==> config.mk <==
export PLATFORM = sky130hd
export DESIGN_NAME = frame_timestamp_rebaser
export DESIGN_NICKNAME = d
export VERILOG_FILES = /design/src/sv/fts_pkg.sv /design/src/sv/frame_timestamp_rebaser.sv /design/src/sv/fts_mul.sv /design/src/sv/fts_div.sv /design/src/sv/fts_dp.sv /design/src/sv/fts_ctrl.sv
export SDC_FILE = /design/constraint.sdc
export NUM_CORES = 2
export LEC_CHECK = 0
export BUFFER_PORTS_ARGS = -buffer_cell sky130_fd_sc_hd__buf_4
export CAP_MARGIN = 10
export CORE_AREA = 2 2 422 424
export DETAILED_ROUTE_END_ITERATION = 8
export DIE_AREA = 0 0 424 426
export PLACE_DENSITY_LB_ADDON = 0.15
export SLEW_MARGIN = 20
export SYNTH_ARGS = -nofsm -noshare
export SYNTH_HDL_FRONTEND = slang
export SYNTH_HIERARCHICAL = 1
export SYNTH_SLANG_ARGS = --single-unit
==> constraint.sdc <==
create_clock -name clk -period 8.83 [get_ports clk]
set_input_delay 1.766 -clock clk [delete_from_list [all_inputs] [get_ports clk]]
set_output_delay 1.766 -clock clk [all_outputs]
set_load 0.02 [all_outputs]
==> src/sv/fts_pkg.sv <==
`default_nettype none
package fts_pkg;

	localparam int FREQ_W       = 30;
	localparam int TICK_W       = 48;
	localparam int HOST_W       = 48;
	localparam int DEV_W        = 48;
	localparam int RTT_W        = 32;
	localparam int TS_W         = 56;
	localparam int IN_DATA_W    = TICK_W + HOST_W + DEV_W + RTT_W;
	localparam int OUT_DATA_W   = ((TS_W + 7) / 8) * 8;
	localparam int WRAP_SECONDS = 256;
	localparam int SUM_W        = 64;
	localparam int MUL_CH       = 22;
	localparam int MUL_STEPS    = (SUM_W + MUL_CH - 1) / MUL_CH;
	localparam int MUL_CNT_W    = $clog2(MUL_STEPS);
	localparam int PROD_W       = 84;
	localparam int DIVR_W       = FREQ_W + $clog2(WRAP_SECONDS + 1);
	localparam int DIV_CNT_W    = $clog2(PROD_W);
	localparam int MS_W         = 58;
	localparam int SW           = 62;
	localparam int MS_SCALE     = 1000;
	localparam int US_SCALE     = 1000000;
	localparam int PREV_MS_MIN  = 50;
	localparam int FREQ_RESET   = 1000000;
	localparam int CFG_IDX_W    = 1;

	localparam logic [CFG_IDX_W-1:0] REG_FRAME_HZ  = 1'b0;
	localparam logic [CFG_IDX_W-1:0] REG_DEVICE_HZ = 1'b1;

	typedef enum logic [2:0] {
		OP_TICK,
		OP_PREV,
		OP_DEV,
		OP_WRAP,
		OP_OUT
	} op_t;

	typedef enum logic [2:0] {
		S_IDLE,
		S_MUL_GO,
		S_MUL_WAIT,
		S_DIV_WAIT,
		S_WRAP_GO,
		S_DECIDE,
		S_EMIT
	} state_t;

	typedef struct packed {
		logic ld_in;
		logic clear;
		logic mul_go;
		logic div_go;
		logic save_div;
		logic decide;
		logic emit;
		op_t  op;
	} dp_cmd_t;

	typedef struct packed {
		logic in_clear;
		logic mul_done;
		logic div_done;
		logic rebase;
		logic out_free;
	} dp_sts_t;

endpackage
`default_nettype wire

==> src/sv/frame_timestamp_rebaser.sv <==
// frame timestamp rebaser: turns a wrapping frame tick count into an absolute
// microsecond timestamp, rebasing from a sampled device clock when needed.
// input channel s_axis: one transaction per frame, tuser set means clear the
// tick, host and base state (no result for it). output channel m_axis: one result per frame.
// config port: cfg_we / cfg_index / cfg_data, write only while idle;
// index 0 is the frame tick rate, index 1 the device tick rate, in hertz.
// each frame runs through a shared three-step multiplier and an 84-step
// restoring divider; the divider sets the pace. a frame without rebase takes
// three multiply/divide passes; a rebase adds the device conversion and the
// wrap-period division. a clear transaction is handled without leaving idle.
// the result sits in an output register; the next frame is taken while it
// waits, and a frame only stalls at its end if that register is still full.
// reset returns both rates to 1 MHz and clears the tick, host and base state.
`default_nettype none
module frame_timestamp_rebaser (
	input  wire                               clk,
	input  wire                               arst_n,
	input  wire                               cfg_we,
	input  wire [fts_pkg::CFG_IDX_W-1:0]      cfg_index,
	input  wire [fts_pkg::FREQ_W-1:0]         cfg_data,
	input  wire                               s_axis_tvalid,
	output logic                              s_axis_tready,
	// frame_ticks, host_ms, device_time, device_rtt
	input  wire [fts_pkg::IN_DATA_W-1:0]      s_axis_tdata,
	// command
	input  wire                               s_axis_tuser,
	output logic                              m_axis_tvalid,
	input  wire                               m_axis_tready,
	// timestamp_us
	output logic [fts_pkg::OUT_DATA_W-1:0]    m_axis_tdata,
	// rebased
	output logic                              m_axis_tuser
);
	import fts_pkg::*;

	dp_cmd_t cmd;
	dp_sts_t sts;

	fts_ctrl u_ctrl (
		.clk      (clk),
		.arst_n   (arst_n),
		.in_valid (s_axis_tvalid),
		.in_ready (s_axis_tready),
		.sts      (sts),
		.cmd      (cmd)
	);

	fts_dp u_dp (
		.clk       (clk),
		.arst_n    (arst_n),
		.cfg_we    (cfg_we),
		.cfg_index (cfg_index),
		.cfg_data  (cfg_data),
		.in_data   (s_axis_tdata),
		.in_user   (s_axis_tuser),
		.cmd       (cmd),
		.sts       (sts),
		.out_valid (m_axis_tvalid),
		.out_ready (m_axis_tready),
		.out_data  (m_axis_tdata),
		.out_user  (m_axis_tuser)
	);

	a_emit_valid: assert property (@(posedge clk) disable iff (!arst_n)
		cmd.emit |=> m_axis_tvalid)
		else $error("result register not loaded");

	a_unit_overlap: assert property (@(posedge clk) disable iff (!arst_n)
		!(sts.mul_done && sts.div_done))
		else $error("multiplier and divider finished together");

	a_busy_no_accept: assert property (@(posedge clk) disable iff (!arst_n)
		(cmd.mul_go || cmd.div_go || cmd.emit) |-> !s_axis_tready)
		else $error("input accepted mid-frame");

endmodule
`default_nettype wire

==> src/sv/fts_mul.sv <==
`default_nettype none
module fts_mul (
	input  wire                          clk,
	input  wire                          arst_n,
	input  wire                          go,
	input  wire [fts_pkg::SUM_W-1:0]     a,
	input  wire [fts_pkg::FREQ_W-1:0]    m,
	output logic                         done,
	output logic [fts_pkg::PROD_W-1:0]   prod
);
	import fts_pkg::*;

	localparam int AW    = MUL_STEPS * MUL_CH;
	localparam int ACC_W = AW + FREQ_W;

	logic [AW-1:0]            a_q;
	logic [FREQ_W-1:0]        m_q;
	logic [ACC_W-1:0]         acc_q;
	logic [MUL_CNT_W-1:0]     cnt_q;
	logic                     busy_q;
	logic                     done_q;
	logic [MUL_CH+FREQ_W-1:0] pp;

	// top chunk first, accumulator shifts up one chunk per step
	assign pp = a_q[AW-1 -: MUL_CH] * m_q;

	always_ff @(posedge clk or negedge arst_n) begin
		if (!arst_n) begin
			busy_q <= 1'b0;
			done_q <= 1'b0;
			cnt_q  <= '0;
		end else begin
			done_q <= 1'b0;
			if (go) begin
				busy_q <= 1'b1;
				cnt_q  <= MUL_CNT_W'(MUL_STEPS - 1);
			end else if (busy_q) begin
				cnt_q <= cnt_q - 1'b1;
				if (cnt_q == '0) begin
					busy_q <= 1'b0;
					done_q <= 1'b1;
				end
			end
		end
	end

	always_ff @(posedge clk) begin
		if (go) begin
			a_q   <= AW'(a);
			m_q   <= m;
			acc_q <= '0;
		end else if (busy_q) begin
			a_q   <= a_q << MUL_CH;
			acc_q <= (acc_q << MUL_CH) + ACC_W'(pp);
		end
	end

	assign done = done_q;
	assign prod = acc_q[PROD_W-1:0];

endmodule
`default_nettype wire

==> src/sv/fts_div.sv <==
`default_nettype none
module fts_div (
	input  wire                          clk,
	input  wire                          arst_n,
	input  wire                          go,
	input  wire [fts_pkg::PROD_W-1:0]    dividend,
	input  wire [fts_pkg::DIVR_W-1:0]    divisor,
	output logic                         done,
	output logic [fts_pkg::PROD_W-1:0]   quo,
	output logic [fts_pkg::DIVR_W-1:0]   rem
);
	import fts_pkg::*;

	logic [PROD_W-1:0]    quo_q;
	logic [DIVR_W-1:0]    rem_q;
	logic [DIVR_W-1:0]    dvs_q;
	logic [DIV_CNT_W-1:0] cnt_q;
	logic                 busy_q;
	logic                 done_q;
	logic [DIVR_W:0]      trial;
	logic [DIVR_W:0]      diff;
	logic                 ge;

	// restoring divider, one quotient bit per cycle
	assign trial = {rem_q, quo_q[PROD_W-1]};
	assign ge    = trial >= {1'b0, dvs_q};
	assign diff  = trial - {1'b0, dvs_q};

	always_ff @(posedge clk or negedge arst_n) begin
		if (!arst_n) begin
			busy_q <= 1'b0;
			done_q <= 1'b0;
			cnt_q  <= '0;
		end else begin
			done_q <= 1'b0;
			if (go) begin
				busy_q <= 1'b1;
				cnt_q  <= DIV_CNT_W'(PROD_W - 1);
			end else if (busy_q) begin
				cnt_q <= cnt_q - 1'b1;
				if (cnt_q == '0) begin
					busy_q <= 1'b0;
					done_q <= 1'b1;
				end
			end
		end
	end

	always_ff @(posedge clk) begin
		if (go) begin
			quo_q <= dividend;
			rem_q <= '0;
			dvs_q <= divisor;
		end else if (busy_q) begin
			quo_q <= {quo_q[PROD_W-2:0], ge};
			rem_q <= ge ? diff[DIVR_W-1:0] : trial[DIVR_W-1:0];
		end
	end

	assign done = done_q;
	assign quo  = quo_q;
	assign rem  = rem_q;

endmodule
`default_nettype wire

==> src/sv/fts_dp.sv <==
`default_nettype none
module fts_dp (
	input  wire                             clk,
	input  wire                             arst_n,
	input  wire                             cfg_we,
	input  wire [fts_pkg::CFG_IDX_W-1:0]    cfg_index,
	input  wire [fts_pkg::FREQ_W-1:0]       cfg_data,
	input  wire [fts_pkg::IN_DATA_W-1:0]    in_data,
	input  wire                             in_user,
	input  fts_pkg::dp_cmd_t                cmd,
	output fts_pkg::dp_sts_t                sts,
	output logic                            out_valid,
	input  wire                             out_ready,
	output logic [fts_pkg::OUT_DATA_W-1:0]  out_data,
	output logic                            out_user
);
	import fts_pkg::*;

	logic [FREQ_W-1:0] f_q, d_q, f, d;
	logic [TICK_W-1:0] ticks_q, last_ticks_q, diff;
	logic [HOST_W-1:0] host_q, last_host_q;
	logic [DEV_W-1:0]  dev_q;
	logic [RTT_W-1:0]  rtt_q;
	logic [SUM_W-1:0]  base_q, b_q, sum, base_new, np;
	logic [MS_W-1:0]   tick_mag_q, prev_ms_q;
	logic [TS_W-1:0]   ts_q, out_ts_q;
	logic              rebase_q, out_reb_q, out_valid_q;
	logic              neg, dec, abn, rebase_c;
	logic [SUM_W:0]    sum_w;
	logic [DIVR_W-1:0] period;
	logic [SUM_W-1:0]  mul_a;
	logic [FREQ_W-1:0] mul_m;
	logic [PROD_W-1:0] prod, div_n, quo;
	logic [DIVR_W-1:0] div_d, rem;
	logic              mul_done, div_done;
	logic signed [SW-1:0] host_diff, tick_ms, lhs, rhs;

	assign f = (f_q == '0) ? FREQ_W'(1) : f_q;
	assign d = (d_q == '0) ? FREQ_W'(1) : d_q;

	assign neg    = ticks_q < last_ticks_q;
	assign diff   = neg ? last_ticks_q - ticks_q : ticks_q - last_ticks_q;
	assign period = DIVR_W'(f) * DIVR_W'(WRAP_SECONDS);
	assign sum_w  = {1'b0, base_q} + (SUM_W + 1)'(ticks_q);
	assign sum    = sum_w[SUM_W] ? '1 : sum_w[SUM_W-1:0];

	// rebase decision
	assign dec       = neg && ({diff, 1'b0} > (TICK_W + 1)'(f));
	assign host_diff = $signed(SW'(host_q)) - $signed(SW'(last_host_q));
	assign tick_ms   = neg ? -$signed(SW'(tick_mag_q)) : $signed(SW'(tick_mag_q));
	assign lhs       = host_diff - tick_ms;
	assign rhs       = $signed(SW'(prev_ms_q >> 1));
	assign abn       = lhs >= rhs;
	assign rebase_c  = (base_q == '0)
	                || ((dec || abn) && (ticks_q != '0 || last_ticks_q != '0))
	                || (prev_ms_q <= MS_W'(PREV_MS_MIN));

	// new base from wrap-period quotient and remainder
	assign np       = b_q - SUM_W'(rem);
	assign base_new = (SUM_W'(rem) < SUM_W'(ticks_q))
	                ? ((quo == '0) ? '0 : np - SUM_W'(period)) : np;

	always_comb begin
		mul_a = sum;
		mul_m = FREQ_W'(US_SCALE);
		div_n = prod;
		div_d = DIVR_W'(f);
		case (cmd.op)
			OP_TICK: begin
				mul_a = SUM_W'(diff);
				mul_m = FREQ_W'(MS_SCALE);
			end
			OP_PREV: begin
				mul_a = SUM_W'(last_ticks_q);
				mul_m = FREQ_W'(MS_SCALE);
			end
			OP_DEV: begin
				mul_a = SUM_W'(dev_q) + SUM_W'(rtt_q >> 1);
				mul_m = f;
				div_d = DIVR_W'(d);
			end
			OP_WRAP: begin
				div_n = PROD_W'(b_q);
				div_d = period;
			end
			default: ;
		endcase
	end

	fts_mul u_mul (
		.clk    (clk),
		.arst_n (arst_n),
		.go     (cmd.mul_go),
		.a      (mul_a),
		.m      (mul_m),
		.done   (mul_done),
		.prod   (prod)
	);

	fts_div u_div (
		.clk      (clk),
		.arst_n   (arst_n),
		.go       (cmd.div_go),
		.dividend (div_n),
		.divisor  (div_d),
		.done     (div_done),
		.quo      (quo),
		.rem      (rem)
	);

	always_ff @(posedge clk or negedge arst_n) begin
		if (!arst_n) begin
			f_q          <= FREQ_W'(FREQ_RESET);
			d_q          <= FREQ_W'(FREQ_RESET);
			last_ticks_q <= '0;
			last_host_q  <= '0;
			base_q       <= '0;
			out_valid_q  <= 1'b0;
		end else begin
			if (cfg_we) begin
				unique case (cfg_index)
					REG_FRAME_HZ:  f_q <= cfg_data;
					REG_DEVICE_HZ: d_q <= cfg_data;
				endcase
			end
			if (cmd.clear) begin
				last_ticks_q <= '0;
				last_host_q  <= '0;
				base_q       <= '0;
			end else if (cmd.save_div && cmd.op == OP_WRAP) begin
				base_q <= base_new;
			end
			if (cmd.emit) begin
				last_ticks_q <= ticks_q;
				last_host_q  <= host_q;
				out_valid_q  <= 1'b1;
			end else if (out_ready) begin
				out_valid_q <= 1'b0;
			end
		end
	end

	always_ff @(posedge clk) begin
		if (cmd.ld_in) begin
			ticks_q <= in_data[TICK_W-1:0];
			host_q  <= in_data[TICK_W +: HOST_W];
			dev_q   <= in_data[TICK_W+HOST_W +: DEV_W];
			rtt_q   <= in_data[TICK_W+HOST_W+DEV_W +: RTT_W];
		end
		if (cmd.save_div) begin
			case (cmd.op)
				OP_TICK: tick_mag_q <= quo[MS_W-1:0];
				OP_PREV: prev_ms_q  <= quo[MS_W-1:0];
				OP_DEV:  b_q <= (|quo[PROD_W-1:SUM_W]) ? '1 : quo[SUM_W-1:0];
				OP_OUT:  ts_q <= (|quo[PROD_W-1:TS_W]) ? '1 : quo[TS_W-1:0];
				default: ;
			endcase
		end
		if (cmd.decide)
			rebase_q <= rebase_c;
		if (cmd.emit) begin
			out_ts_q  <= ts_q;
			out_reb_q <= rebase_q;
		end
	end

	assign sts.in_clear = in_user;
	assign sts.mul_done = mul_done;
	assign sts.div_done = div_done;
	assign sts.rebase   = rebase_c;
	assign sts.out_free = !out_valid_q || out_ready;

	assign out_valid = out_valid_q;
	assign out_data  = OUT_DATA_W'(out_ts_q);
	assign out_user  = out_reb_q;

endmodule
`default_nettype wire

==> src/sv/fts_ctrl.sv <==
`default_nettype none
module fts_ctrl (
	input  wire               clk,
	input  wire               arst_n,
	input  wire               in_valid,
	output logic              in_ready,
	input  fts_pkg::dp_sts_t  sts,
	output fts_pkg::dp_cmd_t  cmd
);
	import fts_pkg::*;

	state_t state_q, state_d;
	op_t    op_q, op_d;

	always_ff @(posedge clk or negedge arst_n) begin
		if (!arst_n) begin
			state_q <= S_IDLE;
			op_q    <= OP_TICK;
		end else begin
			state_q <= state_d;
			op_q    <= op_d;
		end
	end

	always_comb begin
		state_d  = state_q;
		op_d     = op_q;
		cmd      = '0;
		cmd.op   = op_q;
		in_ready = 1'b0;
		unique case (state_q)
			S_IDLE: begin
				in_ready = 1'b1;
				if (in_valid) begin
					cmd.ld_in = 1'b1;
					if (sts.in_clear) begin
						cmd.clear = 1'b1;
					end else begin
						op_d    = OP_TICK;
						state_d = S_MUL_GO;
					end
				end
			end
			S_MUL_GO: begin
				cmd.mul_go = 1'b1;
				state_d    = S_MUL_WAIT;
			end
			S_MUL_WAIT: begin
				if (sts.mul_done) begin
					cmd.div_go = 1'b1;
					state_d    = S_DIV_WAIT;
				end
			end
			S_DIV_WAIT: begin
				if (sts.div_done) begin
					cmd.save_div = 1'b1;
					unique case (op_q)
						OP_TICK: begin
							op_d    = OP_PREV;
							state_d = S_MUL_GO;
						end
						OP_PREV: state_d = S_DECIDE;
						OP_DEV: begin
							op_d    = OP_WRAP;
							state_d = S_WRAP_GO;
						end
						OP_WRAP: begin
							op_d    = OP_OUT;
							state_d = S_MUL_GO;
						end
						OP_OUT: state_d = S_EMIT;
						default: state_d = S_IDLE;
					endcase
				end
			end
			S_WRAP_GO: begin
				cmd.div_go = 1'b1;
				state_d    = S_DIV_WAIT;
			end
			S_DECIDE: begin
				cmd.decide = 1'b1;
				op_d       = sts.rebase ? OP_DEV : OP_OUT;
				state_d    = S_MUL_GO;
			end
			S_EMIT: begin
				if (sts.out_free) begin
					cmd.emit = 1'b1;
					state_d  = S_IDLE;
				end
			end
			default: state_d = S_IDLE;
		endcase
	end

endmodule
`default_nettype wire
* Word-level counts from Yosys, hierarchy flattened *
Index checks and enable logic that the tools add are counted.

word-level totals
  output and inout bits = 59
  word-level logic and storage cells = 170
  register bits = 1052
  input port bits = 213

operators by class
  bitwise logic cells = 1
  equality and inequality tests = 16
  mux-type cells = 64
  reductions and logical operators = 37
  order comparisons = 6
  $mul = 1
  add/subtract/negate cells = 13

operators with widths
  operator               number
  $mux W64               7
  $mux W84               3
  $mux W48               4
  $pmux W64 S3           1
  $reduce_bool A48 Y1    2
  $sub A48 B48 Y48       2
  $add A84 B52 Y84       1
  $logic_not A84 Y1      1
  $pmux W38 S2           1
  $add A64 B48 Y65       1
  $logic_not A64 Y1      1
  $sub A64 B38 Y64       1
  $sub A64 B39 Y64       1
  $ge A62 B58 Y1         1
  $mux W62               1
  $neg A58 Y62           1
  $sub A62 B62 Y62       1
  $logic_not A30 Y1      2
  $mux W30               2
  $pmux W30 S2           1
  $le A58 B6 Y1 const B  1
  $mul A22 B30 Y52       1
  $add A48 B31 Y49       1
  $gt A49 B30 Y1         1
  other kinds (36)       99

* Logic depth before layout (Yosys ltp) *
  depth after elaboration = 10
  gate-level depth with buffers = 45
  gate-level depth less buffers = 40

* Hierarchy *
Netlist, hierarchy kept.

by module, submodules not included
  module    area each (sq um)  cells an instance  instances  seq. area each (sq um)
  fts_dp    53079.7            5931               1          19631.3
  fts_mul   29818.6            3197               1          4644.5
  fts_div   9447.8             843                1          4699.5
  fts_ctrl  514.2              57                 1          150.1

* Least setup slack after synthesis *
No wires, ideal clock.

  kind = reg2reg
  start = reg u_dp.ticks_q[5]
  end = reg u_ctrl.op_q[2]
  arrival = 8.759 ns
  setup time = 0.066 ns
  buffers on the path = 6
  path slack = 0.004 ns
  cell stages (with the launch flop) = 44
  path through = edfxtp_1 inv_1 ha_1 buf_2 a211oi_1 o211ai_1 a21boi_0 nand2_1 a221o_1 nor2_1 buf_2 clkbuf_1 clkbuf_1 clkbuf_1 a21o_1 inv_1 ha_1 nor2b_1 (+8 left out) a221o_1 mux2i_1 a2111oi_0 ha_1 a21oi_1 nor2b_1 o21ai_0 a21oi_1 o21a_1 o21ai_0 a21oi_1 a221oi_1 o211ai_1 o41ai_1 o21ai_1 buf_4 o32ai_1 mux2_1

between the ends
  word-level cells in the longest chain between the ends = 10
  elaborated cells between the ends (all ways) = 17

RTL lines
  what                                                   line                        text
  start: declaration                                     fts_dp.sv:20                logic [TICK_W-1:0] ticks_q, last_ticks_q, diff;
  start signal: assignment                               fts_dp.sv:145               ticks_q <= in_data[TICK_W-1:0];
  $lt A48 B48 Y1 or $sub A48 B48 Y48 (tied branches)     fts_dp.sv:41, fts_dp.sv:42
  $mux W62 or $mux W48 (tied branches)                   fts_dp.sv:50, fts_dp.sv:42
  $sub A62 B62 Y62 or $gt A49 B30 Y1 (tied branches)     fts_dp.sv:51, fts_dp.sv:48
  $ge A62 B58 Y1 or $logic_and A1 B1 Y1 (tied branches)  fts_dp.sv:53, fts_dp.sv:48
  $logic_or A1 B1 Y1                                     fts_dp.sv:55                || ((dec || abn) && (ticks_q != '0 || last_ticks_q != '0))
  $logic_and A1 B1 Y1 *                                  fts_dp.sv:55
  $logic_or A1 B1 Y1 *                                   fts_dp.sv:55
  $logic_or A1 B1 Y1 *                                   fts_dp.sv:56                || (prev_ms_q <= MS_W'(PREV_MS_MIN));
  net u_dp.rebase_c                                      fts_dp.sv:28                logic neg, dec, abn, rebase_c;
  $mux W3 *                                              fts_ctrl.sv:82              op_d = sts.rebase ? OP_DEV : OP_OUT;
  $pmux W3 S3 *                                          fts_ctrl.sv:31              unique case (state_q)
  end signal: assignment                                 fts_ctrl.sv:21              op_q <= op_d;
  end: declaration                                       fts_ctrl.sv:13              op_t op_q, op_d;

Mark *: on every way through the listed nets, which the timed path passes. The rest lies on a longest branch.
A chain may end at the register's enable or synchronous reset.

==> run_results.csv <==
group,metric,value,unit
clock_tree,cts-root-buf,"clkbuf_16",
worst_setup_path,worstPathArrival,9.23,ns
worst_setup_path,cp_common_cell,"buf_4",
finish,layout_commonest_cell,"nand2_1",
clock_tree,numClockSinks,1051,
placed_design,dp_hpwl,266.1,mm
sta,fin_crit_sh,96.15,%
clock_tree,clockBufferDepth,3,
routing,met1Wirelength,135.1,mm
sta,final-setup-viol-count,0,
pwr,power_density,106.9,nW/um^2
clock_tree,cts_buffers,119,
finish,final_cell_mix,"nand2_1, inv_1, buf_4, ha_1, edfxtp_1",
clock_tree,path_clk_slew,0.06,ns
worst_setup_path,required,9.57,ns
synthesis,synth_flop_cell,"edfxtp_1",
pwr,leakage,45.72,nW
routing,top_layer_used,"met5",
sta,relSlewSlack,12.23,%
floorplanning,die_w,424,um
finish,drive_above_1_share,13.20,%
floorplanning,start_util,52.84,%
grt,antenna_found_initial,31,
routing,drt_iter0_drc,8130,
clock_tree,clk_latency,0.84,ns
clock_tree,cts_tree,"yes",
clock_tree,htree_levels,3,
floorplanning,rows,154,
finish,multi_input_comb_area,57940,sq um
worst_hold_path,worstHoldStart,"u_dp/ts_q[24]",
sta,hold_ws,0.4137,ns
routing,drc,0,
worst_hold_path,worstHoldPathCells,0,
floorplanning,ios,272,
synthesis,synth-async-reset-ratio,22.84,%
synthesis,synth-warning-count,6,
placed_design,dpl.cell_count,12720,
routing,met2RoutedLength,149.3,mm
grt,grt_max_degree,173,
finish,final_cells,12960,
run,drv_cap,0,
routing,dr.pass1.iters,8,
worst_hold_path,min_to,"u_dp/out_data[24]",
placed_design,placed_area,100300,sq um
finish,area_delta_synth_final,12.92,%
clock_tree,hold_buffers,0,
worst_setup_path,rr_startpoint,"u_dp/ticks_q[5]",
synthesis,yosysTopAreaCell,"edfxtp_1",
routing,wl_per_cell,26.03,um
placed_design,place_congestion,1.001,
synthesis,syn-num-nets,11540,
grt,grt.total_usage,36.94,%
placed_design,portBuffers,270,
pwr,ir_worst_vdd,0.1799,mV
status,status,"complete, no violations",
sta,maxSlewViolCount,0,
worst_setup_path,critPathMaxFanout,6,
worst_setup_path,reg2reg_to,"u_ctrl/op_q[2]",
sta,period_needed,8.490,ns
floorplanning,die_area,180600,sq um
worst_hold_path,hp-class,"reg -> reg",
grt,grt_pass1_vias,78300,
routing,detail-route-antenna-nets,0,
synthesis,synth_enable_flop_cells,686,
worst_setup_path,rr_worst_depth,41,
worst_setup_path,cp_slowest_cell,"a221oi_4",
sta,finalWorstSetupSlack,0.3401,ns
worst_setup_path,rrSetupSlack,0.34,ns
sta,finalHoldViolCount,0,
floorplanning,die_y,426,um
finish,post-route-cell-area,104900,sq um
synthesis,synth_cells,10030,
worst_setup_path,end_kind,"flop",
worst_setup_path,slowest_delay,0.45,ns
synthesis,synth_seq_area_share,31.36,%
routing,num_vias,79200,
grt,grt_overflow,0,
synthesis,synth_cell_types,138,
synthesis,ys_seq_elements,1051,
sta,skew,0.06647,ns
worst_setup_path,cp-start-kind,"flop",
finish,fillers,15420,
worst_setup_path,worstSetupPathType,"reg -> reg",
sta,tightestPinTransition,1.305,ns
synthesis,synth_area_leaders,"edfxtp_1, fa_1, ha_1",
grt,grt_first_pass_wirelength,497.9,mm
synthesis,synth.avg_cell_area,9.260,sq um
synthesis,netlist.area_leader.share,22.18,%
sta,max_freq,117.8,MHz
synthesis,synth_area,92860,sq um
placed_design,pre_cts_slack,-0.5220,ns
finish,seq_area,29130,sq um
routing,routed_wl,337.4,mm
routing,viasPerCell,6.109,
floorplanning,core_area,175700,sq um
finish,fin_nets,12030,
routing,met3WireLength,31.09,mm
## cell families after synthesis
kind of cell	share of synthesized area [%]
AO/OA/AOI/OAI	15.62
XOR/XNOR	4.131
adder cells (fa/ha/maj)	22.40
buffers and inverters	6.675
flip-flops	31.36
multiplexers	2.943
other	0.004038
AND/OR/NAND/NOR	16.86
## power by group
group	total (mW)	switching [mW]	internal, mW
combinational	0.546	0.340	0.206
sequential	5.30	0.0451	5.26
clock	5.36	2.28	3.09
total	11.2	2.66	8.55
## final cells by class
class                      instances  share of cell area (%)
tap                             2340                   2.792
antenna                           10                 0.02386
multi-input combinational       7370                   55.26
inverter                        1129                   4.043
sequential                      1051                   27.78
clock buffer                     159                   3.100
clock inverter                    67                  0.9128
timing repair buffer             838                   6.090
## metrics by stage
| stage | power [mW] | utilization [%] | setup TNS (ns) |
|---|---|---|---|
| 6_report | 11.21 | 59.67 | 0 |
| 5_1_grt | 11.50 | 59.66 | -0.009125 |
| 4_1_cts | 11.27 | 59.51 | 0 |
| 3_5_place_dp | 5.929 | 57.07 | -1.334 |
| 3_3_place_gp | 5.919 | 57.07 | -0.8738 |
| 2_1_floorplan | 5.630 | - | 0 |
## per-layer routing
layer,GRT usage [%],up-vias
li1,-,35860
met3,8.765,777
met1,47.66,39150
met4,20.66,20
met5,0,-
met2,57.14,3395
## cell usage after synthesis, types with 24 or more instances
library cell	number
fa_1	599
nand2_1	1206
and2_1	383
dfxtp_1	125
and4_1	31
or4_1	27
mux2i_1	87
nor2b_1	60
ha_1	704
buf_2	31
nor3_1	110
a21oi_1	602
nand2b_1	76
o21a_1	81
a31oi_1	67
o21bai_1	79
xnor2_1	255
or3_1	159
nor2_1	484
inv_1	1127
mux2_2	162
a211oi_1	71
clkbuf_1	399
nor4_1	122
o21ai_0	461
nand4_1	132
edfxtp_1	686
dfrtp_1	226
o31ai_1	157
and3_1	72
a221oi_1	24
or2_2	28
a311oi_1	41
a21o_1	259
xor2_1	183
o22ai_1	27
buf_1	24
nand3_1	154
o211ai_1	38
## what timing repair did
item | CTS | global route
setup endpoints to repair | 3 | 3
setup buffers | 1 | 3
pin swaps | 3 | 22
resized for setup | 18 | 53
## state kept, by name, summed over array words and instances, names as in the netlist, 30 cells and up
register and count:
u_dp/f_q 30, u_dp/prev_ms_q 58, u_dp/b_q 64, u_dp/last_ticks_q 48, u_dp/u_div/dvs_q 39, u_dp/u_mul/a_q 66, u_dp/u_div/quo 84, u_dp/u_div/rem 39
u_dp/last_host_q 48, u_dp/tick_mag_q 58, u_dp/dev_q 48, u_dp/out_data 56, u_dp/u_mul/acc_q 84, u_dp/host_q 48, u_dp/rtt_q 31, u_dp/u_mul/m_q 30
u_dp/ts_q 56, u_dp/d_q 30, u_dp/base_q 64, u_dp/ticks_q 48
## how the worst max path moves through the flow
stage | to | start | cells after the start | slack, ns
floorplan | u_ctrl/op_q[2] | u_dp/ticks_q[5] | 43 | 0.004
global placement | u_ctrl/op_q[2] | u_dp/ticks_q[5] | 43 | -0.36
detailed placement | u_ctrl/op_q[2] | u_dp/ticks_q[5] | 43 | -0.52
CTS | u_ctrl/op_q[2] | u_dp/ticks_q[5] | 43 | 0.003
global route | u_ctrl/op_q[2] | u_dp/host_q[0] | 44 | -0.009
finish | u_ctrl/op_q[2] | u_dp/ticks_q[5] | 41 | 0.34
## critical path, delay by kind of cell, from the launching register on
kind            cells  cell delay (ns)
compound gates     27             5.52
buf+inv             6             1.02
fa+ha+maj           3             0.77
flops               1             0.39
xor+xnor            2             0.29
simple gates        2             0.28
mux                 1             0.16
Power figures use the tool's default switching activity.
